--- config.mk ---
export PLATFORM = sky130hd
export DESIGN_NAME = resistive_touch_sample_conditioner_top_flat
export DESIGN_NICKNAME = d
export VERILOG_FILES = /design/src/rtsc_pkg.sv /design/src/rtsc_if.sv /design/src/resistive_touch_sample_conditioner_top.sv /design/src/flat_wrapper.sv
export SDC_FILE = /design/constraint.sdc
export NUM_CORES = 2
export LEC_CHECK = 0
export BUFFER_PORTS_ARGS = -buffer_cell sky130_fd_sc_hd__buf_2
export CAP_MARGIN = 20
export CORE_ASPECT_RATIO = 0.8
export CORE_MARGIN = 3
export CORE_UTILIZATION = 45
export CTS_BUF_LIST = sky130_fd_sc_hd__clkbuf_8
export DETAILED_ROUTE_END_ITERATION = 16
export GPL_TIMING_DRIVEN = 0
export PLACE_DENSITY_LB_ADDON = 0.15
export SYNTH_ARGS = -nofsm -noshare
export SYNTH_HDL_FRONTEND = slang
export SYNTH_SLANG_ARGS = --single-unit
--- constraint.sdc ---
create_clock -name i_clk -period 7.2 [get_ports i_clk]
set_clock_uncertainty 0.1 [all_clocks]
set_input_delay 1.44 -clock i_clk [delete_from_list [all_inputs] [get_ports i_clk]]
set_output_delay 1.44 -clock i_clk [all_outputs]
set_load 0.05 [all_outputs]
--- src/rtsc_pkg.sv ---
// Shared constants for the touch sample conditioner.
`timescale 1ns / 1ps
package rtsc_pkg;

    // Sample and register widths
    localparam int RAW_W  = 12;
    localparam int PRS_W  = 13;
    localparam int ORI_W  = 3;
    localparam int REM_W  = 2 * RAW_W;
    localparam int PROD_W = 2 * RAW_W;

    // Screen geometry and output field widths
    localparam int SCREEN_WIDTH  = 320;
    localparam int SCREEN_HEIGHT = 240;
    localparam int POS_X_W       = 9;
    localparam int POS_Y_W       = 8;

    localparam logic [RAW_W-1:0] FULL_SCALE = 12'd4095;
    localparam logic [RAW_W-1:0] X_SCALE    = RAW_W'(SCREEN_WIDTH - 1);
    localparam logic [RAW_W-1:0] Y_SCALE    = RAW_W'(SCREEN_HEIGHT - 1);

    // Pipeline shape: median, clamp, one stage per quotient bit, scale, output
    localparam int DIV_STEPS = RAW_W;
    localparam int NSTG      = DIV_STEPS + 4;
    localparam int ST_MUL    = DIV_STEPS + 2;
    localparam int ST_OUT    = DIV_STEPS + 3;

    // Register map (word index)
    localparam int PADDR_W = 5;
    typedef logic [PADDR_W-3:0] t_reg_idx;
    localparam t_reg_idx REG_FLOOR  = 3'd0;
    localparam t_reg_idx REG_X_LOW  = 3'd1;
    localparam t_reg_idx REG_X_HIGH = 3'd2;
    localparam t_reg_idx REG_Y_LOW  = 3'd3;
    localparam t_reg_idx REG_Y_HIGH = 3'd4;
    localparam t_reg_idx REG_ORIENT = 3'd5;

    // Orientation bits
    localparam int ORI_SWAP  = 0;
    localparam int ORI_INV_X = 1;
    localparam int ORI_INV_Y = 2;

endpackage

--- src/rtsc_if.sv ---
// Stream channels for measurement sets and conditioned results.
`timescale 1ns / 1ps
interface rtsc_in_if import rtsc_pkg::*; ();
    logic             valid;
    logic             ready;
    logic             pen_up;
    logic [RAW_W-1:0] pressure_one;
    logic [RAW_W-1:0] pressure_two;
    logic [RAW_W-1:0] x_sample_a;
    logic [RAW_W-1:0] x_sample_b;
    logic [RAW_W-1:0] x_sample_c;
    logic [RAW_W-1:0] y_sample_a;
    logic [RAW_W-1:0] y_sample_b;
    logic [RAW_W-1:0] y_sample_c;

    modport source (
        output valid, pen_up, pressure_one, pressure_two,
               x_sample_a, x_sample_b, x_sample_c,
               y_sample_a, y_sample_b, y_sample_c,
        input  ready
    );
    modport sink (
        input  valid, pen_up, pressure_one, pressure_two,
               x_sample_a, x_sample_b, x_sample_c,
               y_sample_a, y_sample_b, y_sample_c,
        output ready
    );
endinterface

interface rtsc_out_if import rtsc_pkg::*; ();
    logic               valid;
    logic               ready;
    logic [POS_X_W-1:0] pos_x;
    logic [POS_Y_W-1:0] pos_y;
    logic               touched;

    modport source (output valid, pos_x, pos_y, touched, input ready);
    modport sink   (input valid, pos_x, pos_y, touched, output ready);
endinterface

--- src/resistive_touch_sample_conditioner_top.sv ---
// Touch sample conditioner: pressure gate, median, calibration divide, pixel scale.
//
//   channel   dir   handshake               payload
//   i_smp     in    valid/ready             pen_up, pressure_one/two, x/y_sample_a..c
//   o_res     out   valid/ready             pos_x, pos_y, touched
//   apb       in    psel/penable/pready     paddr, pwrite, pwdata, prdata
//
// One measurement set enters per cycle while the output is not stalled; the 12-stage
// restoring divider (one quotient bit per stage) lies between median and pixel scaling.
// Reset (i_rst_n low at a clock edge) empties the pipeline and loads register defaults.
// Each stage holds when the one after it is full and blocked, so a stalled output
// backs up stage by stage and empty slots are filled while the output waits.
`timescale 1ns / 1ps
module resistive_touch_sample_conditioner_top import rtsc_pkg::*; (
    input  logic               i_clk,
    input  logic               i_rst_n,
    rtsc_in_if.sink            i_smp,
    rtsc_out_if.source         o_res,
    input  logic               psel,
    input  logic               penable,
    input  logic               pwrite,
    input  logic [PADDR_W-1:0] paddr,
    input  logic [31:0]        pwdata,
    output logic [31:0]        prdata,
    output logic               pready
);

    // Per-axis divider lane payload
    typedef struct packed {
        logic [REM_W-1:0] rem;
        logic [RAW_W-1:0] dvs;
        logic [RAW_W-1:0] quo;
        logic             fix;
        logic             fix_hi;
    } t_lane;

    function automatic logic [RAW_W-1:0] mid3(input logic [RAW_W-1:0] a,
                                              input logic [RAW_W-1:0] b,
                                              input logic [RAW_W-1:0] c);
        logic [RAW_W-1:0] lo;
        logic [RAW_W-1:0] hi;
        logic [RAW_W-1:0] m;
        lo = (a < b) ? a : b;
        hi = (a < b) ? b : a;
        m  = (hi < c) ? hi : c;
        return (lo > m) ? lo : m;
    endfunction

    // Window test and dividend setup: (v - lo) * 4095 as a shift and subtract
    function automatic t_lane clamp_lane(input logic [RAW_W-1:0] v,
                                         input logic [RAW_W-1:0] lo,
                                         input logic [RAW_W-1:0] hi);
        t_lane            n;
        logic [RAW_W-1:0] d;
        d        = v - lo;
        n.rem    = (REM_W'(d) << RAW_W) - REM_W'(d);
        n.dvs    = hi - lo;
        n.quo    = '0;
        n.fix    = (v <= lo) || (v >= hi);
        n.fix_hi = (v > lo);
        return n;
    endfunction

    // One restoring step: produces quotient bit sh
    function automatic t_lane div_step(input t_lane p, input logic [3:0] sh);
        t_lane            n;
        logic [REM_W-1:0] trial;
        n     = p;
        trial = REM_W'(p.dvs) << sh;
        if (p.rem >= trial) begin
            n.rem     = p.rem - trial;
            n.quo[sh] = 1'b1;
        end
        return n;
    endfunction

    function automatic logic [RAW_W-1:0] unit_val(input t_lane l);
        if (l.fix) begin
            return l.fix_hi ? FULL_SCALE : '0;
        end
        return l.quo;
    endfunction

    // Divide by 4095: p = q*4095 + (q + low bits), one correction step
    function automatic logic [RAW_W-1:0] div_full(input logic [PROD_W-1:0] p);
        logic [RAW_W-1:0] q;
        logic [RAW_W:0]   r;
        q = p[PROD_W-1:RAW_W];
        r = {1'b0, p[RAW_W-1:0]} + {1'b0, q};
        return q + RAW_W'(r >= {1'b0, FULL_SCALE});
    endfunction

    // Configuration registers
    logic [PRS_W-1:0] r_floor;
    logic [RAW_W-1:0] r_xlo;
    logic [RAW_W-1:0] r_xhi;
    logic [RAW_W-1:0] r_ylo;
    logic [RAW_W-1:0] r_yhi;
    logic [ORI_W-1:0] r_orient;
    t_reg_idx         w_idx;

    assign w_idx  = paddr[PADDR_W-1:2];
    assign pready = 1'b1;

    always_ff @(posedge i_clk) begin
        if (!i_rst_n) begin
            r_floor  <= '0;
            r_xlo    <= '0;
            r_xhi    <= FULL_SCALE;
            r_ylo    <= '0;
            r_yhi    <= FULL_SCALE;
            r_orient <= '0;
        end else if (psel && penable && pwrite) begin
            case (w_idx)
                REG_FLOOR:  r_floor  <= pwdata[PRS_W-1:0];
                REG_X_LOW:  r_xlo    <= pwdata[RAW_W-1:0];
                REG_X_HIGH: r_xhi    <= pwdata[RAW_W-1:0];
                REG_Y_LOW:  r_ylo    <= pwdata[RAW_W-1:0];
                REG_Y_HIGH: r_yhi    <= pwdata[RAW_W-1:0];
                REG_ORIENT: r_orient <= pwdata[ORI_W-1:0];
                default: ;
            endcase
        end
    end

    // Register readback
    always_comb begin
        case (w_idx)
            REG_FLOOR:  prdata = 32'(r_floor);
            REG_X_LOW:  prdata = 32'(r_xlo);
            REG_X_HIGH: prdata = 32'(r_xhi);
            REG_Y_LOW:  prdata = 32'(r_ylo);
            REG_Y_HIGH: prdata = 32'(r_yhi);
            REG_ORIENT: prdata = 32'(r_orient);
            default:    prdata = '0;
        endcase
    end

    // Stage advance chain: a stage loads when it is empty or its successor loads
    logic [NSTG-1:0] r_vld;
    logic [NSTG-1:0] w_en;
    logic [NSTG-1:0] w_vin;

    assign w_en[NSTG-1] = !r_vld[NSTG-1] || o_res.ready;
    assign w_vin[0]     = i_smp.valid;

    for (genvar k = 0; k < NSTG - 1; k++) begin : g_en
        assign w_en[k]    = !r_vld[k] || w_en[k+1];
        assign w_vin[k+1] = r_vld[k];
    end

    always_ff @(posedge i_clk) begin
        if (!i_rst_n) begin
            r_vld <= '0;
        end else begin
            for (int k = 0; k < NSTG; k++) begin
                if (w_en[k]) begin
                    r_vld[k] <= w_vin[k];
                end
            end
        end
    end

    assign i_smp.ready = w_en[0];

    // Stage 0: pressure gate and medians
    logic             r_tch0;
    logic [RAW_W-1:0] r_mx;
    logic [RAW_W-1:0] r_my;
    logic [PRS_W-1:0] w_prs;

    assign w_prs = {1'b0, i_smp.pressure_one} + ({1'b0, FULL_SCALE} - {1'b0, i_smp.pressure_two});

    always_ff @(posedge i_clk) begin
        if (w_en[0]) begin
            r_tch0 <= !i_smp.pen_up && (w_prs >= r_floor);
            r_mx   <= mid3(i_smp.x_sample_a, i_smp.x_sample_b, i_smp.x_sample_c);
            r_my   <= mid3(i_smp.y_sample_a, i_smp.y_sample_b, i_smp.y_sample_c);
        end
    end

    // Stage 1: clamp window; stages 2..13: divider lanes
    t_lane r_lx  [0:DIV_STEPS];
    t_lane r_ly  [0:DIV_STEPS];
    logic  r_tchl[0:DIV_STEPS];

    always_ff @(posedge i_clk) begin
        if (w_en[1]) begin
            r_lx[0]   <= clamp_lane(r_mx, r_xlo, r_xhi);
            r_ly[0]   <= clamp_lane(r_my, r_ylo, r_yhi);
            r_tchl[0] <= r_tch0;
        end
    end

    for (genvar j = 1; j <= DIV_STEPS; j++) begin : g_div
        t_lane n_lx;
        t_lane n_ly;

        always_comb begin
            n_lx = div_step(r_lx[j-1], 4'(DIV_STEPS - j));
            n_ly = div_step(r_ly[j-1], 4'(DIV_STEPS - j));
        end

        always_ff @(posedge i_clk) begin
            if (w_en[j+1]) begin
                r_lx[j]   <= n_lx;
                r_ly[j]   <= n_ly;
                r_tchl[j] <= r_tchl[j-1];
            end
        end
    end

    // Orientation and pixel multiply
    logic [RAW_W-1:0]  n_ua;
    logic [RAW_W-1:0]  n_ub;
    logic [PROD_W-1:0] r_px;
    logic [PROD_W-1:0] r_py;
    logic              r_tchm;

    always_comb begin
        n_ua = unit_val(r_lx[DIV_STEPS]);
        n_ub = unit_val(r_ly[DIV_STEPS]);
        if (r_orient[ORI_SWAP]) begin
            n_ua = unit_val(r_ly[DIV_STEPS]);
            n_ub = unit_val(r_lx[DIV_STEPS]);
        end
        if (r_orient[ORI_INV_X]) begin
            n_ua = FULL_SCALE - n_ua;
        end
        if (r_orient[ORI_INV_Y]) begin
            n_ub = FULL_SCALE - n_ub;
        end
    end

    always_ff @(posedge i_clk) begin
        if (w_en[ST_MUL]) begin
            r_px   <= PROD_W'(n_ua) * PROD_W'(X_SCALE);
            r_py   <= PROD_W'(n_ub) * PROD_W'(Y_SCALE);
            r_tchm <= r_tchl[DIV_STEPS];
        end
    end

    // Output register: divide by full scale, zero when rejected
    logic [RAW_W-1:0]   n_qx;
    logic [RAW_W-1:0]   n_qy;
    logic [POS_X_W-1:0] r_pos_x;
    logic [POS_Y_W-1:0] r_pos_y;
    logic               r_touched;

    assign n_qx = div_full(r_px);
    assign n_qy = div_full(r_py);

    always_ff @(posedge i_clk) begin
        if (w_en[ST_OUT]) begin
            r_pos_x   <= r_tchm ? n_qx[POS_X_W-1:0] : '0;
            r_pos_y   <= r_tchm ? n_qy[POS_Y_W-1:0] : '0;
            r_touched <= r_tchm;
        end
    end

    assign o_res.valid   = r_vld[ST_OUT];
    assign o_res.pos_x   = r_pos_x;
    assign o_res.pos_y   = r_pos_y;
    assign o_res.touched = r_touched;

    // Checks
    a_full_when_blocked: assert property (@(posedge i_clk) disable iff (!i_rst_n)
        !i_smp.ready |-> (&r_vld))
        else $error("input blocked while pipeline has an empty stage");

    a_quo_in_range: assert property (@(posedge i_clk) disable iff (!i_rst_n)
        (r_vld[DIV_STEPS+1] && !r_lx[DIV_STEPS].fix) |-> (r_lx[DIV_STEPS].quo < FULL_SCALE))
        else $error("x quotient out of window range");

    a_reject_zero: assert property (@(posedge i_clk) disable iff (!i_rst_n)
        (r_vld[ST_MUL] && w_en[ST_OUT] && !r_tchm) |=>
        (r_pos_x == '0 && r_pos_y == '0 && !r_touched))
        else $error("rejected touch carried nonzero position");

endmodule
--- src/flat_wrapper.sv ---
// flat-port wrapper written by rule: the top's interface ports become plain ports
module resistive_touch_sample_conditioner_top_flat import rtsc_pkg::*;
  (i_clk, i_rst_n, psel, penable, pwrite, paddr, pwdata, prdata, pready, i_smp_valid, i_smp_pen_up, i_smp_pressure_one, i_smp_pressure_two, i_smp_x_sample_a, i_smp_x_sample_b, i_smp_x_sample_c, i_smp_y_sample_a, i_smp_y_sample_b, i_smp_y_sample_c, i_smp_ready, o_res_valid, o_res_pos_x, o_res_pos_y, o_res_touched, o_res_ready);
  rtsc_in_if i_smp_i ();
  rtsc_out_if o_res_i ();
  input  logic i_clk;
  input  logic i_rst_n;
  input  logic psel;
  input  logic penable;
  input  logic pwrite;
  input  logic [PADDR_W-1:0] paddr;
  input  logic [31:0] pwdata;
  output logic [31:0] prdata;
  output logic pready;
  input wire logic [$bits(i_smp_i.valid)-1:0] i_smp_valid;
  input wire logic [$bits(i_smp_i.pen_up)-1:0] i_smp_pen_up;
  input wire logic [$bits(i_smp_i.pressure_one)-1:0] i_smp_pressure_one;
  input wire logic [$bits(i_smp_i.pressure_two)-1:0] i_smp_pressure_two;
  input wire logic [$bits(i_smp_i.x_sample_a)-1:0] i_smp_x_sample_a;
  input wire logic [$bits(i_smp_i.x_sample_b)-1:0] i_smp_x_sample_b;
  input wire logic [$bits(i_smp_i.x_sample_c)-1:0] i_smp_x_sample_c;
  input wire logic [$bits(i_smp_i.y_sample_a)-1:0] i_smp_y_sample_a;
  input wire logic [$bits(i_smp_i.y_sample_b)-1:0] i_smp_y_sample_b;
  input wire logic [$bits(i_smp_i.y_sample_c)-1:0] i_smp_y_sample_c;
  output wire logic [$bits(i_smp_i.ready)-1:0] i_smp_ready;
  output wire logic [$bits(o_res_i.valid)-1:0] o_res_valid;
  output wire logic [$bits(o_res_i.pos_x)-1:0] o_res_pos_x;
  output wire logic [$bits(o_res_i.pos_y)-1:0] o_res_pos_y;
  output wire logic [$bits(o_res_i.touched)-1:0] o_res_touched;
  input wire logic [$bits(o_res_i.ready)-1:0] o_res_ready;
  assign i_smp_i.valid = i_smp_valid;
  assign i_smp_i.pen_up = i_smp_pen_up;
  assign i_smp_i.pressure_one = i_smp_pressure_one;
  assign i_smp_i.pressure_two = i_smp_pressure_two;
  assign i_smp_i.x_sample_a = i_smp_x_sample_a;
  assign i_smp_i.x_sample_b = i_smp_x_sample_b;
  assign i_smp_i.x_sample_c = i_smp_x_sample_c;
  assign i_smp_i.y_sample_a = i_smp_y_sample_a;
  assign i_smp_i.y_sample_b = i_smp_y_sample_b;
  assign i_smp_i.y_sample_c = i_smp_y_sample_c;
  assign i_smp_ready = i_smp_i.ready;
  assign o_res_valid = o_res_i.valid;
  assign o_res_pos_x = o_res_i.pos_x;
  assign o_res_pos_y = o_res_i.pos_y;
  assign o_res_touched = o_res_i.touched;
  assign o_res_i.ready = o_res_ready;
  resistive_touch_sample_conditioner_top u_core (.i_clk(i_clk), .i_rst_n(i_rst_n), .i_smp(i_smp_i), .o_res(o_res_i), .psel(psel), .penable(penable), .pwrite(pwrite), .paddr(paddr), .pwdata(pwdata), .prdata(prdata), .pready(pready));
endmodule
==> impl_results.md <==
* CTS H-Tree Depth at 4
* Via count at 45500
* Clock Latency Late Sink at 0.90 ns
* Post-Syn Instances at 6165
* Dpl cell area at 73800 sq um
* Die area at 161000 sq um
* Total grt overflow at 0
* Synth Warn # at 0
* DRC viols at 0
* WS Path Type: input port to flop
* Rows at 128
* Antenna Nets Post-Route at 0
* CTS tree: built
* Data required, critical path at 7.70 ns
* XOR/XNOR Fraction of Synth Area at 0.0536
* Setup violations, final at 0
* Port Buf Inserts at 150
* Slew Limit Headroom at 0.347
* Prevailing post-synth register cell: edfxtp_1
* Die Y at 359 microns
* Die X at 447 microns
* Hold Crit Endpoint: u_core.r_ly[0][263]
* Sequential area share after synthesis at 0.524
* Crit Path Max Fanout at 10
* Least-Margin Pin Slew at 0.970 ns
* Largest net degree at the start of global routing at 61
* Worst EP arrival at 7.30 ns
* Total CTS buffers at 200
* Adder-Cell Fraction of Synth Area at 0.134
* Share of cells above drive strength 1 at 0.0867
* Area Overhead vs Synth at 10.6%
* R2R depth at 20
* Crit end category: flop
* Mean post-synth cell area at 11.4 sq um
* Clock tree buffer depth at 3
* Reg2reg setup slack at 0.48 ns
* Core Box Area at 153000 sq um
* Cts-stage hold buffer count at 0
* Hold Vio Cnt, Final at 0
* Hold WC Path Type: flop to flop
* I/O pins at 194
* Post-synth top cells: edfxtp_1, inv_1, ha_1
* Antenna violations before repair at 6
* TritonRoute pass-1 iters at 6
* Largest family of logic cells by synthesized area: adder cells
* WL final at 147000 microns
* Synthesized area at 70100 sq um
* DP Worst Slack at -1.28 ns
* Area contributors post-synth: edfxtp_1, ha_1, inv_1, fa_1, xnor2_1
* First-pass GRT wire length at 238000 microns
* Max_cap viols at 0
* Starting DRC count in detailed routing at 2748
* Global-route usage over all layers at 0.183
* Reg-to-Reg End: u_core.r_py[19]
* Fin area at 77500 sq um
* RR Startpoint: u_core.r_orient[0]
* Library cells used by synthesis at 78
* Slew Viols, Final at 0
* Yosys reg bits at 1250
* Final Cycle Share at 0.944
* Final Critical Period at 6.80 ns
* Initial Util at 0.457
* Synth Area in Simple Gates at 0.115
* Clk slew on worst S/H paths at 0.06 ns
* Yosys top cell area share at 0.501
* Worst hold stages at 0
* Compound-Gate Fraction of Synth Area at 0.107
* Worst hold start: u_core.r_ly[0][213]
* Gpl congestion at 0.901
* Vias in the first global route at 45400
* Crit path launch type: input port
* Post-synth EDFFs at 1170
* Post-DR wirelength/cell at 16.8 microns
* Root buffer cell: clkbuf_8
* CTS Sinks at 1250
* Hpwl dp at 115000 microns
* Asr flop ratio synth at 0
* Multiplexer area fraction after synthesis at 0.0191
* Biggest area consumer among synthesized cells: edfxtp_1
* Final worst slack at 0.400 ns
* Number of vias per cell at 5.21
* Max Clk Rate at 147 MHz
* Most frequent cell after synthesis: edfxtp_1
* Status: complete, no violations
* Fin nets at 7372
[layer usage]
| metal | GRT usage | vias up | share of wire |
|---|---|---|---|
| li1 | - | 22900 | - |
| met5 | 0 | - | 0 |
| met2 | 0.298 | 923 | 0.46 |
| met3 | 0.0292 | 231 | 0.040 |
| met1 | 0.248 | 21400 | 0.47 |
| met4 | 0.0626 | 0 | 0.027 |
[cell usage in the layout, fill, tap and decap left out, types with 110 or more instances in the layout]
master,count
edfxtp_1,1170
inv_1,777
ha_1,565
nand2_1,460
nor2_1,340
o21ai_0,325
a21oi_1,306
xnor2_1,223
clkbuf_8,210
xor2_1,204
buf_2,158
nor3_1,145
a21o_1,128
fa_1,116
nor2b_1,110
[worst max-delay path: stages]
cell and delay [ns]:
buf_2 0.09, inv_1 0.05, ha_1 0.30, a21o_1 0.16, a31oi_1 0.18, o21ai_0 0.21
a31oi_1 0.21, o21a_2 0.32, mux2_2 0.39, ha_1 0.30, a21o_1 0.19, a21o_1 0.17
a21oi_1 0.15, o21a_1 0.15, o211ai_1 0.14, a31oi_4 0.37, clkbuf_2 0.37, mux2i_1 0.31
ha_1 0.29, a21o_1 0.18, a21o_1 0.17, a21oi_1 0.18, a21oi_1 0.10, a211oi_2 0.31
nor2_1 0.15, clkbuf_1 0.24, nand2_1 0.11, o21ai_0 0.08
[per-stage QoR]
step | TNS (ns) | hold slack (ns) | utilization | cells
final | 0 | 0.311 | 0.505 | 8726
after CTS | 0 | 0.308 | 0.505 | 8724
after floorplan | 0 | 0.300 | - | 6183
after detailed placement | -25.16 | 0.305 | 0.481 | 8363
after global placement | -67.90 | 0.300 | 0.479 | 8348
after global routing | -0.00893 | 0.311 | 0.505 | 8725
[worst max-delay path by stage]
stage                              startpoint         endpoint  slack (ns)  cells after the start
after floorplan           i_smp_x_sample_b[2]   u_core.r_mx[3]        0.04                     28
after global placement    i_smp_x_sample_b[6]   u_core.r_mx[8]       -1.26                     29
after detailed placement  i_smp_x_sample_b[2]   u_core.r_mx[4]       -1.28                     29
after CTS                 i_smp_x_sample_b[2]  u_core.r_mx[11]        0.05                     28
after global routing      i_smp_y_sample_b[6]   u_core.r_my[0]      -0.009                     26
final                     i_smp_x_sample_b[2]   u_core.r_mx[6]        0.40                     28
[state kept, by name, indices dropped and copies added, names as in the netlist, 8 cells and up]
name and count:
u_core.r_ly 536, u_core.r_xhi 12, u_core.r_py 20, u_core.r_xlo 12
u_core.r_mx 12, u_core.r_lx 536, u_core.r_yhi 12, u_core.r_vld 16
u_core.r_ylo 12, u_core.r_floor 13, u_core.r_tchl 13, u_core.r_px 21
u_core.o_res.pos_y 8, u_core.o_res.pos_x 9, u_core.r_my 12
[what timing repair did]
item	CTS	global route
pin swaps	0	1
setup buffers	1	0
cloned	0	1
endpoints found under the setup margin	13	28
endpoints found under the hold margin	0	0
resized for setup	3	27
[kinds of logic after synthesis]
logic type / after synthesis
AND/OR/NAND/NOR: 1625
flip-flops: 1250
AO/OA/AOI/OAI: 1202
buffers and inverters: 852
adder cells (fa/ha/maj): 681
XOR/XNOR: 429
multiplexers: 124
other: 2
[cell type report]
class                      instances  area (sq um)
sequential                      1250         36700
clock inverter                   151           747
timing repair buffer             166          1070
inverter                         709          2680
clock buffer                     210          2890
antenna                            2          5.00
fill                           13700         75900
multi-input combinational       4082         30300
tap                             2015          2520
buffer                           141           627
Power is left out: the tool's default activity adds up to more than one toggle a clock period on the data nets, which glitch-free logic cannot reach.
